==> config.mk <==
export PLATFORM = sky130hd
export DESIGN_NAME = arp_cache_resolver_unit_flat
export DESIGN_NICKNAME = d
export VERILOG_FILES = /design/src/hdl/arp_pkg.sv /design/src/hdl/arp_if.sv /design/src/hdl/arp_front.sv /design/src/hdl/arp_queue.sv /design/src/hdl/arp_back.sv /design/src/hdl/arp_cache_resolver_unit.sv /design/src/flat_wrapper.sv
export SDC_FILE = /design/constraint.sdc
export NUM_CORES = 2
export LEC_CHECK = 0
export ABC_CLOCK_PERIOD_IN_PS = 16450
export BUFFER_PORTS_ARGS = -buffer_cell sky130_fd_sc_hd__buf_2
export CORE_MARGIN = 3
export CORE_UTILIZATION = 62
export DETAILED_ROUTE_END_ITERATION = 6
export PLACE_DENSITY_LB_ADDON = 0.08
export SETUP_SLACK_MARGIN = 0.02
export SLEW_MARGIN = 40
export SYNTH_ARGS = -nofsm -noshare
export SYNTH_HDL_FRONTEND = slang
export SYNTH_SLANG_ARGS = --single-unit
==> constraint.sdc <==
create_clock -name i_clk -period 16.45 [get_ports i_clk]
set_input_delay 2.4675 -clock i_clk [delete_from_list [all_inputs] [get_ports i_clk]]
set_output_delay 2.4675 -clock i_clk [all_outputs]
set_load 0.03 [all_outputs]
==> src/hdl/arp_pkg.sv <==
// Package for the ARP resolver: operation codes, action codes, queue command
// and result structs. No dependencies.
`default_nettype none
package arp_pkg;

    localparam logic [1:0] OP_TICK   = 2'd0;
    localparam logic [1:0] OP_RX     = 2'd1;
    localparam logic [1:0] OP_LOOKUP = 2'd2;

    localparam logic [15:0] HW_ETHERNET = 16'h0001;
    localparam logic [15:0] PRO_IPV4    = 16'h0800;
    localparam logic [7:0]  HW_LEN_MAC  = 8'd6;
    localparam logic [7:0]  PRO_LEN_IP  = 8'd4;
    localparam logic [15:0] OPC_REQUEST = 16'd1;
    localparam logic [15:0] OPC_REPLY   = 16'd2;
    localparam logic [15:0] PROTO_ARP   = 16'h0806;
    localparam logic [47:0] MAC_BCAST   = 48'hFFFF_FFFF_FFFF;

    localparam logic CFG_LOCAL_IP = 1'b0;
    localparam logic CFG_TIMEOUT  = 1'b1;

    localparam int QUEUE_DEPTH = 2;
    localparam int QPTR_W      = 1;

    typedef enum logic [2:0] {
        ACT_NONE    = 3'd0,
        ACT_SEND    = 3'd1,
        ACT_BCAST   = 3'd2,
        ACT_RELEASE = 3'd3,
        ACT_REPLY   = 3'd4
    } t_action;

    typedef enum logic [1:0] {
        K_NOP,
        K_TICK,
        K_RX,
        K_LOOKUP
    } t_kind;

    typedef struct packed {
        t_kind       kind;
        logic        reply_req;
        logic [31:0] src_ip;
        logic [47:0] src_mac;
        logic [31:0] tgt_ip;
        logic [15:0] upper_protocol;
    } t_cmd;

    typedef struct packed {
        t_action     action;
        logic [47:0] dest_mac;
        logic [31:0] dest_ip;
        logic [15:0] out_protocol;
    } t_result;

endpackage
`default_nettype wire

==> src/hdl/arp_if.sv <==
// Valid/ready channel interfaces for the ARP resolver: request and response.
// No dependencies.
`default_nettype none
interface arp_req_if;
    logic        valid;
    logic        ready;
    logic [1:0]  operation;
    logic [15:0] hw_type;
    logic [15:0] proto_type;
    logic [7:0]  hw_len;
    logic [7:0]  pro_len;
    logic [15:0] opcode;
    logic [31:0] src_ip;
    logic [47:0] src_mac;
    logic [31:0] tgt_ip;
    logic [15:0] upper_protocol;

    modport source (output valid, operation, hw_type, proto_type, hw_len, pro_len,
                    opcode, src_ip, src_mac, tgt_ip, upper_protocol,
                    input ready);
    modport sink (input valid, operation, hw_type, proto_type, hw_len, pro_len,
                  opcode, src_ip, src_mac, tgt_ip, upper_protocol,
                  output ready);
endinterface

interface arp_rsp_if;
    logic        valid;
    logic        ready;
    logic [2:0]  action;
    logic [47:0] dest_mac;
    logic [31:0] dest_ip;
    logic [15:0] out_protocol;

    modport source (output valid, action, dest_mac, dest_ip, out_protocol,
                    input ready);
    modport sink (input valid, action, dest_mac, dest_ip, out_protocol,
                  output ready);
endinterface
`default_nettype wire

==> src/hdl/arp_front.sv <==
// Front end: accepts requests, checks ARP headers and classifies them.
// Depends on arp_pkg and arp_req_if.
`default_nettype none
module arp_front
    import arp_pkg::*;
(
    arp_req_if.sink    i_req,
    input  wire [31:0] i_local_ip,
    input  wire        i_q_ready,
    output logic       o_push,
    output t_cmd       o_cmd
);

    logic hdr_ok;

    always_comb begin
        hdr_ok = (i_req.hw_type == HW_ETHERNET) && (i_req.proto_type == PRO_IPV4) &&
                 (i_req.hw_len == HW_LEN_MAC) && (i_req.pro_len == PRO_LEN_IP) &&
                 ((i_req.opcode == OPC_REQUEST) || (i_req.opcode == OPC_REPLY));
        o_cmd.src_ip         = i_req.src_ip;
        o_cmd.src_mac        = i_req.src_mac;
        o_cmd.tgt_ip         = i_req.tgt_ip;
        o_cmd.upper_protocol = i_req.upper_protocol;
        o_cmd.reply_req      = (i_req.opcode == OPC_REQUEST) &&
                               (i_req.tgt_ip == i_local_ip);
        case (i_req.operation)
            OP_TICK:   o_cmd.kind = K_TICK;
            OP_RX:     o_cmd.kind = hdr_ok ? K_RX : K_NOP;
            OP_LOOKUP: o_cmd.kind = K_LOOKUP;
            default:   o_cmd.kind = K_NOP;
        endcase
    end

    assign i_req.ready = i_q_ready;
    assign o_push      = i_req.valid && i_q_ready;

endmodule
`default_nettype wire

==> src/hdl/arp_queue.sv <==
// Two-entry command queue between front and back end.
// Depends on arp_pkg.
`default_nettype none
module arp_queue
    import arp_pkg::*;
(
    input  wire  i_clk,
    input  wire  i_rst_n,
    input  wire  i_push,
    input  t_cmd i_cmd,
    output logic o_ready,
    output logic o_valid,
    output t_cmd o_cmd,
    input  wire  i_pop
);

    t_cmd              r_mem [QUEUE_DEPTH];
    logic [QPTR_W-1:0] r_wr;
    logic [QPTR_W-1:0] r_rd;
    logic [QPTR_W:0]   r_count;

    assign o_ready = (r_count != (QPTR_W+1)'(QUEUE_DEPTH));
    assign o_valid = (r_count != '0);
    assign o_cmd   = r_mem[r_rd];

    always_ff @(posedge i_clk) begin
        if (!i_rst_n) begin
            r_wr    <= '0;
            r_rd    <= '0;
            r_count <= '0;
        end else begin
            if (i_push) begin
                r_mem[r_wr] <= i_cmd;
                r_wr        <= r_wr + 1'b1;
            end
            if (i_pop) begin
                r_rd <= r_rd + 1'b1;
            end
            case ({i_push, i_pop})
                2'b10:   r_count <= r_count + 1'b1;
                2'b01:   r_count <= r_count - 1'b1;
                default: r_count <= r_count;
            endcase
        end
    end

endmodule
`default_nettype wire

==> src/hdl/arp_back.sv <==
// Back end: table scans for learning and lookup, pending slot, clock of
// seconds and the response register. Depends on arp_pkg and arp_rsp_if.
`default_nettype none
module arp_back
    import arp_pkg::*;
#(
    parameter int TABLE_ENTRIES = 16
) (
    input  wire        i_clk,
    input  wire        i_rst_n,
    input  wire [15:0] i_timeout,
    input  wire        i_q_valid,
    input  t_cmd       i_q_cmd,
    output logic       o_q_pop,
    arp_rsp_if.source  o_rsp
);

    localparam int IDX_W = (TABLE_ENTRIES > 1) ? $clog2(TABLE_ENTRIES) : 1;
    localparam logic [IDX_W-1:0] LAST = IDX_W'(TABLE_ENTRIES - 1);

    typedef enum logic [2:0] {
        S_IDLE,
        S_LSCAN,
        S_LWRITE,
        S_FSCAN,
        S_RESULT
    } t_state;

    t_state r_state;
    t_cmd   r_cmd;
    logic [31:0] r_key;

    logic [31:0] mem_ip    [TABLE_ENTRIES];
    logic [47:0] mem_mac   [TABLE_ENTRIES];
    logic [31:0] mem_stamp [TABLE_ENTRIES];
    logic [31:0] r_rd_ip;
    logic [47:0] r_rd_mac;
    logic [31:0] r_rd_stamp;
    logic             mem_we;
    logic [IDX_W-1:0] mem_waddr;

    logic [TABLE_ENTRIES-1:0] r_valid;
    logic [IDX_W-1:0] r_idx;
    logic             r_issue;
    logic [IDX_W-1:0] r_didx;
    logic             r_dvalid;

    logic [31:0] r_now;
    logic        r_pend;
    logic [15:0] r_pend_proto;

    logic             r_have_free;
    logic [IDX_W-1:0] r_free;
    logic             r_have_old;
    logic [IDX_W-1:0] r_old;
    logic [31:0]      r_oldest;

    logic        r_hit;
    logic [47:0] r_hit_mac;

    t_result r_res;
    logic    r_ovalid;
    t_result r_out;

    logic        cur_valid;
    logic [31:0] age;
    logic        expired;
    logic        last_d;
    logic        match;
    logic        f_hit;
    logic [47:0] f_mac;

    always_comb begin
        cur_valid = r_valid[r_didx];
        age       = r_now - r_rd_stamp;
        expired   = age > {16'd0, i_timeout};
        last_d    = r_dvalid && (r_didx == LAST);
        match     = cur_valid && (r_rd_ip == r_key);
        f_hit     = r_hit || match;
        f_mac     = r_hit ? r_hit_mac : r_rd_mac;
        mem_we    = (r_state == S_LWRITE);
        mem_waddr = r_have_free ? r_free : r_old;
        o_q_pop   = (r_state == S_IDLE) && i_q_valid;
    end

    assign o_rsp.valid        = r_ovalid;
    assign o_rsp.action       = r_out.action;
    assign o_rsp.dest_mac     = r_out.dest_mac;
    assign o_rsp.dest_ip      = r_out.dest_ip;
    assign o_rsp.out_protocol = r_out.out_protocol;

    always_ff @(posedge i_clk) begin
        if (mem_we) begin
            mem_ip[mem_waddr]    <= r_cmd.src_ip;
            mem_mac[mem_waddr]   <= r_cmd.src_mac;
            mem_stamp[mem_waddr] <= r_now;
        end
        r_rd_ip    <= mem_ip[r_idx];
        r_rd_mac   <= mem_mac[r_idx];
        r_rd_stamp <= mem_stamp[r_idx];
    end

    always_ff @(posedge i_clk) begin
        if (!i_rst_n) begin
            r_state      <= S_IDLE;
            r_valid      <= '0;
            r_issue      <= 1'b0;
            r_dvalid     <= 1'b0;
            r_idx        <= '0;
            r_now        <= '0;
            r_pend       <= 1'b0;
            r_pend_proto <= '0;
            r_ovalid     <= 1'b0;
        end else begin
            // scan address pipeline, one entry a cycle
            r_didx   <= r_idx;
            r_dvalid <= r_issue;
            if (r_issue) begin
                if (r_idx == LAST) begin
                    r_issue <= 1'b0;
                end else begin
                    r_idx <= r_idx + 1'b1;
                end
            end

            if (o_rsp.valid && o_rsp.ready && (r_state != S_RESULT)) begin
                r_ovalid <= 1'b0;
            end

            case (r_state)
                S_IDLE: begin
                    r_res <= '{ACT_NONE, 48'd0, 32'd0, 16'd0};
                    if (i_q_valid) begin
                        r_cmd       <= i_q_cmd;
                        r_idx       <= '0;
                        r_have_free <= 1'b0;
                        r_have_old  <= 1'b0;
                        r_free      <= '0;
                        r_old       <= '0;
                        r_oldest    <= '0;
                        r_hit       <= 1'b0;
                        r_hit_mac   <= '0;
                        case (i_q_cmd.kind)
                            K_TICK: begin
                                r_now   <= r_now + 1'b1;
                                r_state <= S_RESULT;
                            end
                            K_RX: begin
                                r_key   <= i_q_cmd.src_ip;
                                r_issue <= 1'b1;
                                r_state <= S_LSCAN;
                            end
                            K_LOOKUP: begin
                                r_key   <= i_q_cmd.tgt_ip;
                                r_issue <= 1'b1;
                                r_state <= S_FSCAN;
                            end
                            default: r_state <= S_RESULT;
                        endcase
                    end
                end
                S_LSCAN: begin
                    if (r_dvalid) begin
                        if (!cur_valid) begin
                            r_have_free <= 1'b1;
                            r_free      <= r_didx;
                        end else if (expired) begin
                            r_valid[r_didx] <= 1'b0;
                            r_have_free     <= 1'b1;
                            r_free          <= r_didx;
                        end else if (!r_have_old || (age > r_oldest)) begin
                            r_have_old <= 1'b1;
                            r_oldest   <= age;
                            r_old      <= r_didx;
                        end
                    end
                    if (last_d) begin
                        r_state <= S_LWRITE;
                    end
                end
                S_LWRITE: begin
                    r_valid[mem_waddr] <= 1'b1;
                    if (r_pend) begin
                        r_pend  <= 1'b0;
                        r_res   <= '{ACT_RELEASE, r_cmd.src_mac, 32'd0, r_pend_proto};
                        r_state <= S_RESULT;
                    end else if (r_cmd.reply_req) begin
                        r_idx   <= '0;
                        r_issue <= 1'b1;
                        r_state <= S_FSCAN;
                    end else begin
                        r_state <= S_RESULT;
                    end
                end
                S_FSCAN: begin
                    if (r_dvalid && match && !r_hit) begin
                        r_hit     <= 1'b1;
                        r_hit_mac <= r_rd_mac;
                    end
                    if (last_d) begin
                        r_state <= S_RESULT;
                        if (r_cmd.kind == K_RX) begin
                            r_res <= '{ACT_REPLY, f_mac, r_cmd.src_ip, PROTO_ARP};
                        end else if (f_hit) begin
                            r_res <= '{ACT_SEND, f_mac, 32'd0, r_cmd.upper_protocol};
                        end else begin
                            r_res <= '{ACT_BCAST, MAC_BCAST, r_cmd.tgt_ip, PROTO_ARP};
                            r_pend       <= 1'b1;
                            r_pend_proto <= r_cmd.upper_protocol;
                        end
                    end
                end
                S_RESULT: begin
                    // hold until the response register is free
                    if (!r_ovalid || o_rsp.ready) begin
                        r_out    <= r_res;
                        r_ovalid <= 1'b1;
                        r_state  <= S_IDLE;
                    end
                end
                default: r_state <= S_IDLE;
            endcase
        end
    end

endmodule
`default_nettype wire

==> src/hdl/arp_cache_resolver_unit.sv <==
// Top level of the ARP resolver: configuration registers, front end, command
// queue and back end. Depends on arp_pkg, arp_if, arp_front, arp_queue, arp_back.
//
//  channel   direction  handshake           payload
//  i_req     in         valid/ready         operation, ARP header, addresses
//  o_rsp     out        valid/ready         action, dest_mac, dest_ip, protocol
//  i_cfg_*   in         write enable only   register index, 32-bit data
//
// The back-end sequencer scans the table one entry a cycle through a registered
// memory port. A tick or a rejected header goes straight to the response; a
// lookup makes one scan; a received packet makes a learning scan and a write;
// a received request for the local IP adds a lookup scan after the write unless
// a pending request is released instead.
// Reset clears the valid bits at once; there is no clearing pass.
// A full response register stalls only the back end; the two-entry queue
// keeps accepting requests until it fills.
`default_nettype none
module arp_cache_resolver_unit
    import arp_pkg::*;
#(
    parameter int TABLE_ENTRIES = 16
) (
    input  wire        i_clk,
    input  wire        i_rst_n,
    arp_req_if.sink    i_req,
    arp_rsp_if.source  o_rsp,
    input  wire        i_cfg_we,
    input  wire        i_cfg_index,
    input  wire [31:0] i_cfg_data
);

    logic [31:0] r_local_ip;
    logic [15:0] r_timeout;

    logic q_push;
    logic q_ready;
    logic q_valid;
    logic q_pop;
    t_cmd front_cmd;
    t_cmd q_cmd;

    // configuration writes take effect at once; write only with no request in flight
    always_ff @(posedge i_clk) begin
        if (!i_rst_n) begin
            r_local_ip <= '0;
            r_timeout  <= 16'd60;
        end else if (i_cfg_we) begin
            case (i_cfg_index)
                CFG_LOCAL_IP: r_local_ip <= i_cfg_data;
                CFG_TIMEOUT:  r_timeout  <= i_cfg_data[15:0];
                default:      r_local_ip <= r_local_ip;
            endcase
        end
    end

    // classify each request and push it into the queue
    arp_front u_front (
        .i_req      (i_req),
        .i_local_ip (r_local_ip),
        .i_q_ready  (q_ready),
        .o_push     (q_push),
        .o_cmd      (front_cmd)
    );

    // decouple front and back end
    arp_queue u_queue (
        .i_clk   (i_clk),
        .i_rst_n (i_rst_n),
        .i_push  (q_push),
        .i_cmd   (front_cmd),
        .o_ready (q_ready),
        .o_valid (q_valid),
        .o_cmd   (q_cmd),
        .i_pop   (q_pop)
    );

    // carry out table scans and drive the response register
    arp_back #(
        .TABLE_ENTRIES (TABLE_ENTRIES)
    ) u_back (
        .i_clk     (i_clk),
        .i_rst_n   (i_rst_n),
        .i_timeout (r_timeout),
        .i_q_valid (q_valid),
        .i_q_cmd   (q_cmd),
        .o_q_pop   (q_pop),
        .o_rsp     (o_rsp)
    );

endmodule
`default_nettype wire
==> src/flat_wrapper.sv <==
// flat-port wrapper written by rule: the top's interface ports become plain ports
module arp_cache_resolver_unit_flat import arp_pkg::*;
#(
    parameter int TABLE_ENTRIES = 16
)
  (i_clk, i_rst_n, i_cfg_we, i_cfg_index, i_cfg_data, i_req_valid, i_req_operation, i_req_hw_type, i_req_proto_type, i_req_hw_len, i_req_pro_len, i_req_opcode, i_req_src_ip, i_req_src_mac, i_req_tgt_ip, i_req_upper_protocol, i_req_ready, o_rsp_valid, o_rsp_action, o_rsp_dest_mac, o_rsp_dest_ip, o_rsp_out_protocol, o_rsp_ready);
  arp_req_if i_req_i ();
  arp_rsp_if o_rsp_i ();
  input  wire i_clk;
  input  wire i_rst_n;
  input  wire i_cfg_we;
  input  wire i_cfg_index;
  input  wire [31:0] i_cfg_data;
  input wire logic [$bits(i_req_i.valid)-1:0] i_req_valid;
  input wire logic [$bits(i_req_i.operation)-1:0] i_req_operation;
  input wire logic [$bits(i_req_i.hw_type)-1:0] i_req_hw_type;
  input wire logic [$bits(i_req_i.proto_type)-1:0] i_req_proto_type;
  input wire logic [$bits(i_req_i.hw_len)-1:0] i_req_hw_len;
  input wire logic [$bits(i_req_i.pro_len)-1:0] i_req_pro_len;
  input wire logic [$bits(i_req_i.opcode)-1:0] i_req_opcode;
  input wire logic [$bits(i_req_i.src_ip)-1:0] i_req_src_ip;
  input wire logic [$bits(i_req_i.src_mac)-1:0] i_req_src_mac;
  input wire logic [$bits(i_req_i.tgt_ip)-1:0] i_req_tgt_ip;
  input wire logic [$bits(i_req_i.upper_protocol)-1:0] i_req_upper_protocol;
  output wire logic [$bits(i_req_i.ready)-1:0] i_req_ready;
  output wire logic [$bits(o_rsp_i.valid)-1:0] o_rsp_valid;
  output wire logic [$bits(o_rsp_i.action)-1:0] o_rsp_action;
  output wire logic [$bits(o_rsp_i.dest_mac)-1:0] o_rsp_dest_mac;
  output wire logic [$bits(o_rsp_i.dest_ip)-1:0] o_rsp_dest_ip;
  output wire logic [$bits(o_rsp_i.out_protocol)-1:0] o_rsp_out_protocol;
  input wire logic [$bits(o_rsp_i.ready)-1:0] o_rsp_ready;
  assign i_req_i.valid = i_req_valid;
  assign i_req_i.operation = i_req_operation;
  assign i_req_i.hw_type = i_req_hw_type;
  assign i_req_i.proto_type = i_req_proto_type;
  assign i_req_i.hw_len = i_req_hw_len;
  assign i_req_i.pro_len = i_req_pro_len;
  assign i_req_i.opcode = i_req_opcode;
  assign i_req_i.src_ip = i_req_src_ip;
  assign i_req_i.src_mac = i_req_src_mac;
  assign i_req_i.tgt_ip = i_req_tgt_ip;
  assign i_req_i.upper_protocol = i_req_upper_protocol;
  assign i_req_ready = i_req_i.ready;
  assign o_rsp_valid = o_rsp_i.valid;
  assign o_rsp_action = o_rsp_i.action;
  assign o_rsp_dest_mac = o_rsp_i.dest_mac;
  assign o_rsp_dest_ip = o_rsp_i.dest_ip;
  assign o_rsp_out_protocol = o_rsp_i.out_protocol;
  assign o_rsp_i.ready = o_rsp_ready;
  arp_cache_resolver_unit #(.TABLE_ENTRIES(TABLE_ENTRIES)) u_core (.i_clk(i_clk), .i_rst_n(i_rst_n), .i_req(i_req_i), .o_rsp(o_rsp_i), .i_cfg_we(i_cfg_we), .i_cfg_index(i_cfg_index), .i_cfg_data(i_cfg_data));
endmodule
**After elaboration in Yosys (flattened, before gate mapping)**

Memory sizes are Yosys's and may differ from the RTL's. A register that Yosys moved wholly into a read port is not among the register bits.
Cells that the tools add are included.

- Bits in latches: 0
- Memory bits (read-only): 0
- Register bits after elaboration: 583
- Word-level logic and storage cells: 232
- Memories: 4
- Memory bits (writable): 2054
- Output and inout bits: 101
- Input port bits: 232

Memory list:

| name | depth | bits a word | read ports | clocked after Yosys merged registers in | write ports | line | source |
|---|---|---|---|---|---|---|---|
| u_core.u_back.mem_mac | 16 | 48 | 1 | 1 | 1 | arp_back.sv:34 | `logic [47:0] mem_mac [TABLE_ENTRIES];` |
| u_core.u_back.mem_ip | 16 | 32 | 1 | 1 | 1 | arp_back.sv:33 | `logic [31:0] mem_ip [TABLE_ENTRIES];` |
| u_core.u_back.mem_stamp | 16 | 32 | 1 | 1 | 1 | arp_back.sv:35 | `logic [31:0] mem_stamp [TABLE_ENTRIES];` |
| u_core.u_queue.r_mem | 2 | 131 | 1 | 1 | 1 | arp_queue.sv:17 | `t_cmd r_mem [QUEUE_DEPTH];` |

- Add/subtract/negate cells: 7
- Multiply operators: 0
- Eq/ne operators: 38
- Div/mod/pow operators: 0
- Shift operators: 0
- Bitwise logic cells: 6
- Muxes and demuxes: 87
- Reductions and logical operators: 47
- $lt $le $gt $ge: 6

Operators with widths:

| operator | number |
|---|---|
| two-way mux 99 bit | 3 |
| case mux 99 bit (3 select lines) | 1 |
| two-way mux 32 bit | 5 |
| two-way mux 48 bit | 3 |
| case mux 32 bit (2 select lines) | 2 |
| two-way mux 98 bit | 1 |
| case mux 48 bit (2 select lines) | 1 |
| == test 32 bit | 2 |
| two-way mux 4 bit | 14 |
| two-way mux 16 bit | 3 |
| adder 32 x 1 -> 32 bit, second input constant | 1 |
| == test 16 x 1 -> 1 bit, second input constant | 2 |
| > comparator 32 x 16 -> 1 bit | 1 |
| > comparator 32 bit | 1 |
| case mux 16 bit (2 select lines) | 1 |
| subtractor 32 bit | 1 |
| two-way mux 1 bit | 31 |
| AND reduction 4 bit | 7 |
| != test 2 bit, second input constant | 13 |
| case mux 4 bit (2 select lines) | 3 |
| two-way mux 3 bit | 6 |
| AND 16 bit | 1 |
| == test 16 x 12 -> 1 bit, second input constant | 1 |
| == test 16 x 2 -> 1 bit, second input constant | 1 |
| 38 further kinds | 86 |

**Depth between registers and ports, before layout**

- Depth in word-level cells: 10
- Depth in mapped cells: 24

**Cells and area by module**

Synthesis repeated with hierarchy kept, for this count alone.

- Cell total of the unflattened synthesis: 5161
- Area total of the unflattened synthesis: 106101.8 um^2

By module, submodules not included:

| module | area each (um^2) | times used | cells each |
|---|---|---|---|
| arp_back | 92620.1 | 1 | 4334 |
| arp_queue | 10039.6 | 1 | 431 |
| arp_cache_resolver_unit | 1898.1 | 1 | 197 |
| arp_front | 1544.0 | 1 | 199 |

**Worst setup path after synthesis**

No wires, ideal clock.

- Path kind: input port to flip-flop
- From: input i_rst_n
- To: memory u_core.u_queue.r_mem[0][0] (netlist name) (enable)
- Setup time: 0.808 ns
- Slack: 3.435 ns
- Data required time: 15.642 ns
- Buffers on the path: 1
- Cell stages on the path: 2
- Arrival time: 12.206 ns
- Cells stage by stage: clkbuf_1 -> nor3b_1

- Word-level cells in the longest chain between the ends: 2

RTL lines:

| item | line | source |
|---|---|---|
| start, declared | flat_wrapper.sv:10 | `input wire i_rst_n;` |
| two-way mux 1 bit | arp_queue.sv:27 | `if (!i_rst_n) begin` |
| two-way mux 1 bit (not written as such) | arp_queue.sv:33 | `r_mem[r_wr] <= i_cmd;` |
| end, declared | arp_queue.sv:17 |  |

Every way passes these cells.

**Worst setup path in the final report**

- From: register u_core.u_back.r_now[12]
- To: register u_core.u_back.r_oldest[6] (enable)

- Word-level cells in the longest chain between the ends: 5
- Elaborated cells on any way between the ends: 7
- Those cells by class: 1 x add/sub; 2 x order compare; 2 x eq/ne; 2 x reduce/logical

RTL lines:

| item | line | source |
|---|---|---|
| start, declared | arp_back.sv:48 | `logic [31:0] r_now;` |
| start signal, assigned | arp_back.sv:145 | `r_now <= r_now + 1'b1;` |
| subtractor 32 bit (*) | arp_back.sv:75 | `age = r_now - r_rd_stamp;` |
| named net u_core.u_back.age[27] | arp_back.sv:66 | `logic [31:0] age;` |
| > comparator 32 bit | arp_back.sv:171 | `end else if (!r_have_old \|\| (age > r_oldest)) begin` |
| logical OR 1 bit | arp_back.sv:171 |  |
| != test 2 bit (no line) | -- |  |
| AND reduction 7 bit (no line) (*) | -- |  |
| end signal, assigned | arp_back.sv:173 | `r_oldest <= age;` |
| end, declared | arp_back.sv:56 | `logic [31:0] r_oldest;` |

The timed path passes the listed nets; every way through them passes the cells marked *.
A chain may end at the register's enable or synchronous reset.

==> out/results.txt <==
Status - finished, final reports clean
Worst Reg2Reg Path Length in Cells - 18
FF-to-FF setup slack - 9.49 ns
Post-Route Setup TNS - 0 ns
Register area share after synthesis - 0.766
TritonCTS Buffers - 290
Routed WL per cell - 30.2 µm
Max layer used - met5
Synth Area per Inst - 20.7 µm²
Worst hold path depth - 0
Endpoint, Worst Hold - u_core.u_back.o_rsp.dest_ip[21]$_DFFE_PP_
Initial antenna violation count - 6
H-tree levels - 5
Clk Latency, worst-skew pair - 0.92 ns
Critical Path AT - 7.49 ns
EDFF count, synth - 2510
CTS resizes - 0
# setup viols final - 0
Number of clock sinks - 2750
DRC viols - 0
Yosys Warn Count - 0
GRT Overall Usage - 0.280
Synth Instances - 5046
Peak fanout along the critical path - 33
Via density - 6.40
Remaining Overflow, GRT - 0
Syn Nets - 5361
First-pass GRT wire length - 353000 µm
Hold path startpoint - u_core.u_back.r_res[37]$_DFFE_PP_
Rel. slew slack - 0.423
Primary FF master, synth - edfxtp_1
WL met3 - 15900 µm
Largest net degree at the start of global routing - 98
Final Cycle Share - 0.423
Reg-to-reg critical path startpoint - u_core.u_back.r_now[12]$_SDFFE_PN0P_
CTS max path bufs - 4
Worst Setup Path Type - reg2reg
Metal-1 WL - 95600 µm
Most common library cells after synthesis - edfxtp_1, mux4_2, dfxtp_1
Class of the worst hold path - reg2reg
Worst EP required - 16.98 ns
CP Launch Type - flip-flop
Worst vdd ir - 0.000119 V
Area contributors post-synth - edfxtp_1, mux4_2, dfxtp_1
LEAKAGE - 39.7 nW
#FFs+latches synth - 2750
Setup crit end kind - flip-flop
Die Ht - 417 µm
Port Buf Inserts - 332
Nets - 5866
Post-detail-place hpwl - 134000 µm
Share of the synthesized area in the top cell type - 0.720
Vias in the first global route - 52083
DR vias - 51033
Layout cells sized above 1 - 0.289
Ys async rst share - 0
Slew Viols, Final - 0
Cell area power density - 144 nW/µm²
Clock transition at path regs - 0.06 ns
Area leader, netlist - edfxtp_1
Post-Synthesis Cell Area - 105000 µm²
Hold_buf cts - 0
Area growth syn-to-layout - 13.3%
Postcts setup bufs - 0
Die area - 174000 µm²
Clock Tree Root - clkbuf_16
IO Pins - 333
CTS tree - built
Clock Skews - 0.0506 ns
RSZ-0062 raised after global routing - no
ANT nets after route - 0
Fmax - 144 MHz
Pwr Total - 17.1 mW
Starting density of the core - 0.625
GP Congestion - 0.870
Max-cap viol count - 0
Die X - 417 µm
Drt pass-1 iters - 6
Min Tclk post-route - 6.96 ns
Row cnt - 150
Met2 wire len - 123000 µm
Most numerous cell in the Yosys netlist - edfxtp_1
Distinct cells, synth - 85
Final Hold Fails - 0
Slew @ Worst Pin - 0.842 ns
DRT Wirelength - 240000 µm
DR iter-0 viols - 5488
Core Area - 167000 µm²
FF-to-FF End - u_core.u_back.r_oldest[6]$_SDFFCE_PN0P_
-- metal layers --
| layer | global-route usage | vias up |
|---|---|---|
| met4 | 0.0807 | 4 |
| li1 | - | 21605 |
| met3 | 0.0421 | 423 |
| met2 | 0.467 | 2106 |
| met5 | 0 | - |
| met1 | 0.393 | 26895 |
-- critical path, cell delays in order (launching register included) --
cell,delay [ns]
dfxtp_1,0.80
ha_1,0.41
a21oi_1,0.48
o21ai_0,0.31
nand2_1,0.15
a21boi_0,0.12
nor4_1,0.56
nor2_1,0.10
ha_1,0.32
nand4_1,0.09
or2_2,0.31
or4_1,0.56
nor4_1,0.68
a221oi_1,0.19
o21ai_0,0.11
a311oi_1,0.06
o31a_1,0.38
o41ai_4,0.46
buf_4,0.49
-- layout make-up --
type	count	area [µm²]
inverter	106	420
timing repair buffer	439	2770
antenna	1	2.50
clock buffer	407	8060
clock inverter	98	916
fill	10109	48800
multi-input combinational	1964	23500
tap	2204	2760
sequential	2750	80200
-- how the worst max path moves through the flow --
stage	from	end	slack (ns)	depth (start not counted)
after floorplan	i_rst_n	u_core.u_queue.r_mem[0][0]$_DFFE_PP_	3.44	2
after global placement	u_core.u_back.r_now[12]$_SDFFE_PN0P_	u_core.u_back.r_oldest[24]$_SDFFCE_PN0P_	9.88	18
after detailed placement	u_core.u_back.r_now[12]$_SDFFE_PN0P_	u_core.u_back.r_oldest[26]$_SDFFCE_PN0P_	9.65	18
after CTS	u_core.u_back.r_now[12]$_SDFFE_PN0P_	u_core.u_back.r_oldest[17]$_SDFFCE_PN0P_	9.64	18
after global routing	u_core.u_back.r_now[18]$_SDFFE_PN0P_	u_core.u_back.r_oldest[2]$_SDFFCE_PN0P_	9.21	18
final	u_core.u_back.r_now[12]$_SDFFE_PN0P_	u_core.u_back.r_oldest[6]$_SDFFCE_PN0P_	9.49	18
-- placed cells by master, fill, tap and decap left out, drive strengths merged, types with 15 or more instances in the layout --
cell type / count
edfxtp: 2510
and3: 15
ha: 82
a22o: 45
or3: 15
clkinv: 72
a21o: 30
nor2b: 20
o21ai: 52
clkbuf: 407
a221o: 53
nor4: 25
dfxtp: 240
and2: 117
inv: 108
mux4: 565
nand2: 208
xor2: 22
nand3: 32
a21boi: 73
buf: 439
a21oi: 57
nor2: 69
xnor2: 97
mux2: 209
bufinv: 17
nor3: 23
nand4: 40
o211ai: 19
-- through the flow --
| step | instances | instance area, µm² | util | worst slack (ns) | hold WS, ns |
|---|---|---|---|---|---|
| 3_5_place_dp | 7459 | 109000 | 0.654 | 9.65 | 0.405 |
| 5_1_grt | 7968 | 119000 | 0.708 | 9.21 | 0.417 |
| 6_report | 7969 | 119000 | 0.708 | 9.49 | 0.408 |
| 2_1_floorplan | 5046 | 105000 | - | 3.44 | 0.400 |
| 4_1_cts | 7964 | 118000 | 0.708 | 9.64 | 0.406 |
| 3_3_place_gp | 7451 | 109000 | 0.652 | 9.88 | 0.400 |
-- power by group --
group | switching (mW) | internal [mW]
combinational | 1.15 | 0.912
sequential | 0.400 | 8.41
clock | 2.52 | 3.67
-- registers in the layout (all words and copies together), names as in the netlist, 32 cells and up, named ones only --
signal / cells
u_core.r_local_ip: 32
u_core.u_back.mem_ip: 512
u_core.u_back.mem_mac: 768
u_core.u_back.mem_stamp: 512
u_core.u_back.o_rsp.dest_ip: 32
u_core.u_back.o_rsp.dest_mac: 48
u_core.u_back.r_cmd: 131
u_core.u_back.r_hit_mac: 48
u_core.u_back.r_key: 32
u_core.u_back.r_now: 32
u_core.u_back.r_oldest: 32
u_core.u_back.r_rd_ip: 32
u_core.u_back.r_rd_mac: 48
u_core.u_back.r_rd_stamp: 32
u_core.u_back.r_res: 99
u_core.u_queue.r_mem: 262
-- cells by family (layout without fill, tap and decap cells) --
logic type	count (synthesis)	count (layout)	share of synthesized area
compound gates	384	384	0.0281
xor+xnor	119	119	0.00996
fa+ha+maj	83	83	0.00999
buf+inv	332	1050	0.0122
flops	2750	2750	0.766
mux	778	778	0.144
other cells	0	1	0
simple gates	600	600	0.0295
No activity file was read; power rests on OpenSTA's default activity.
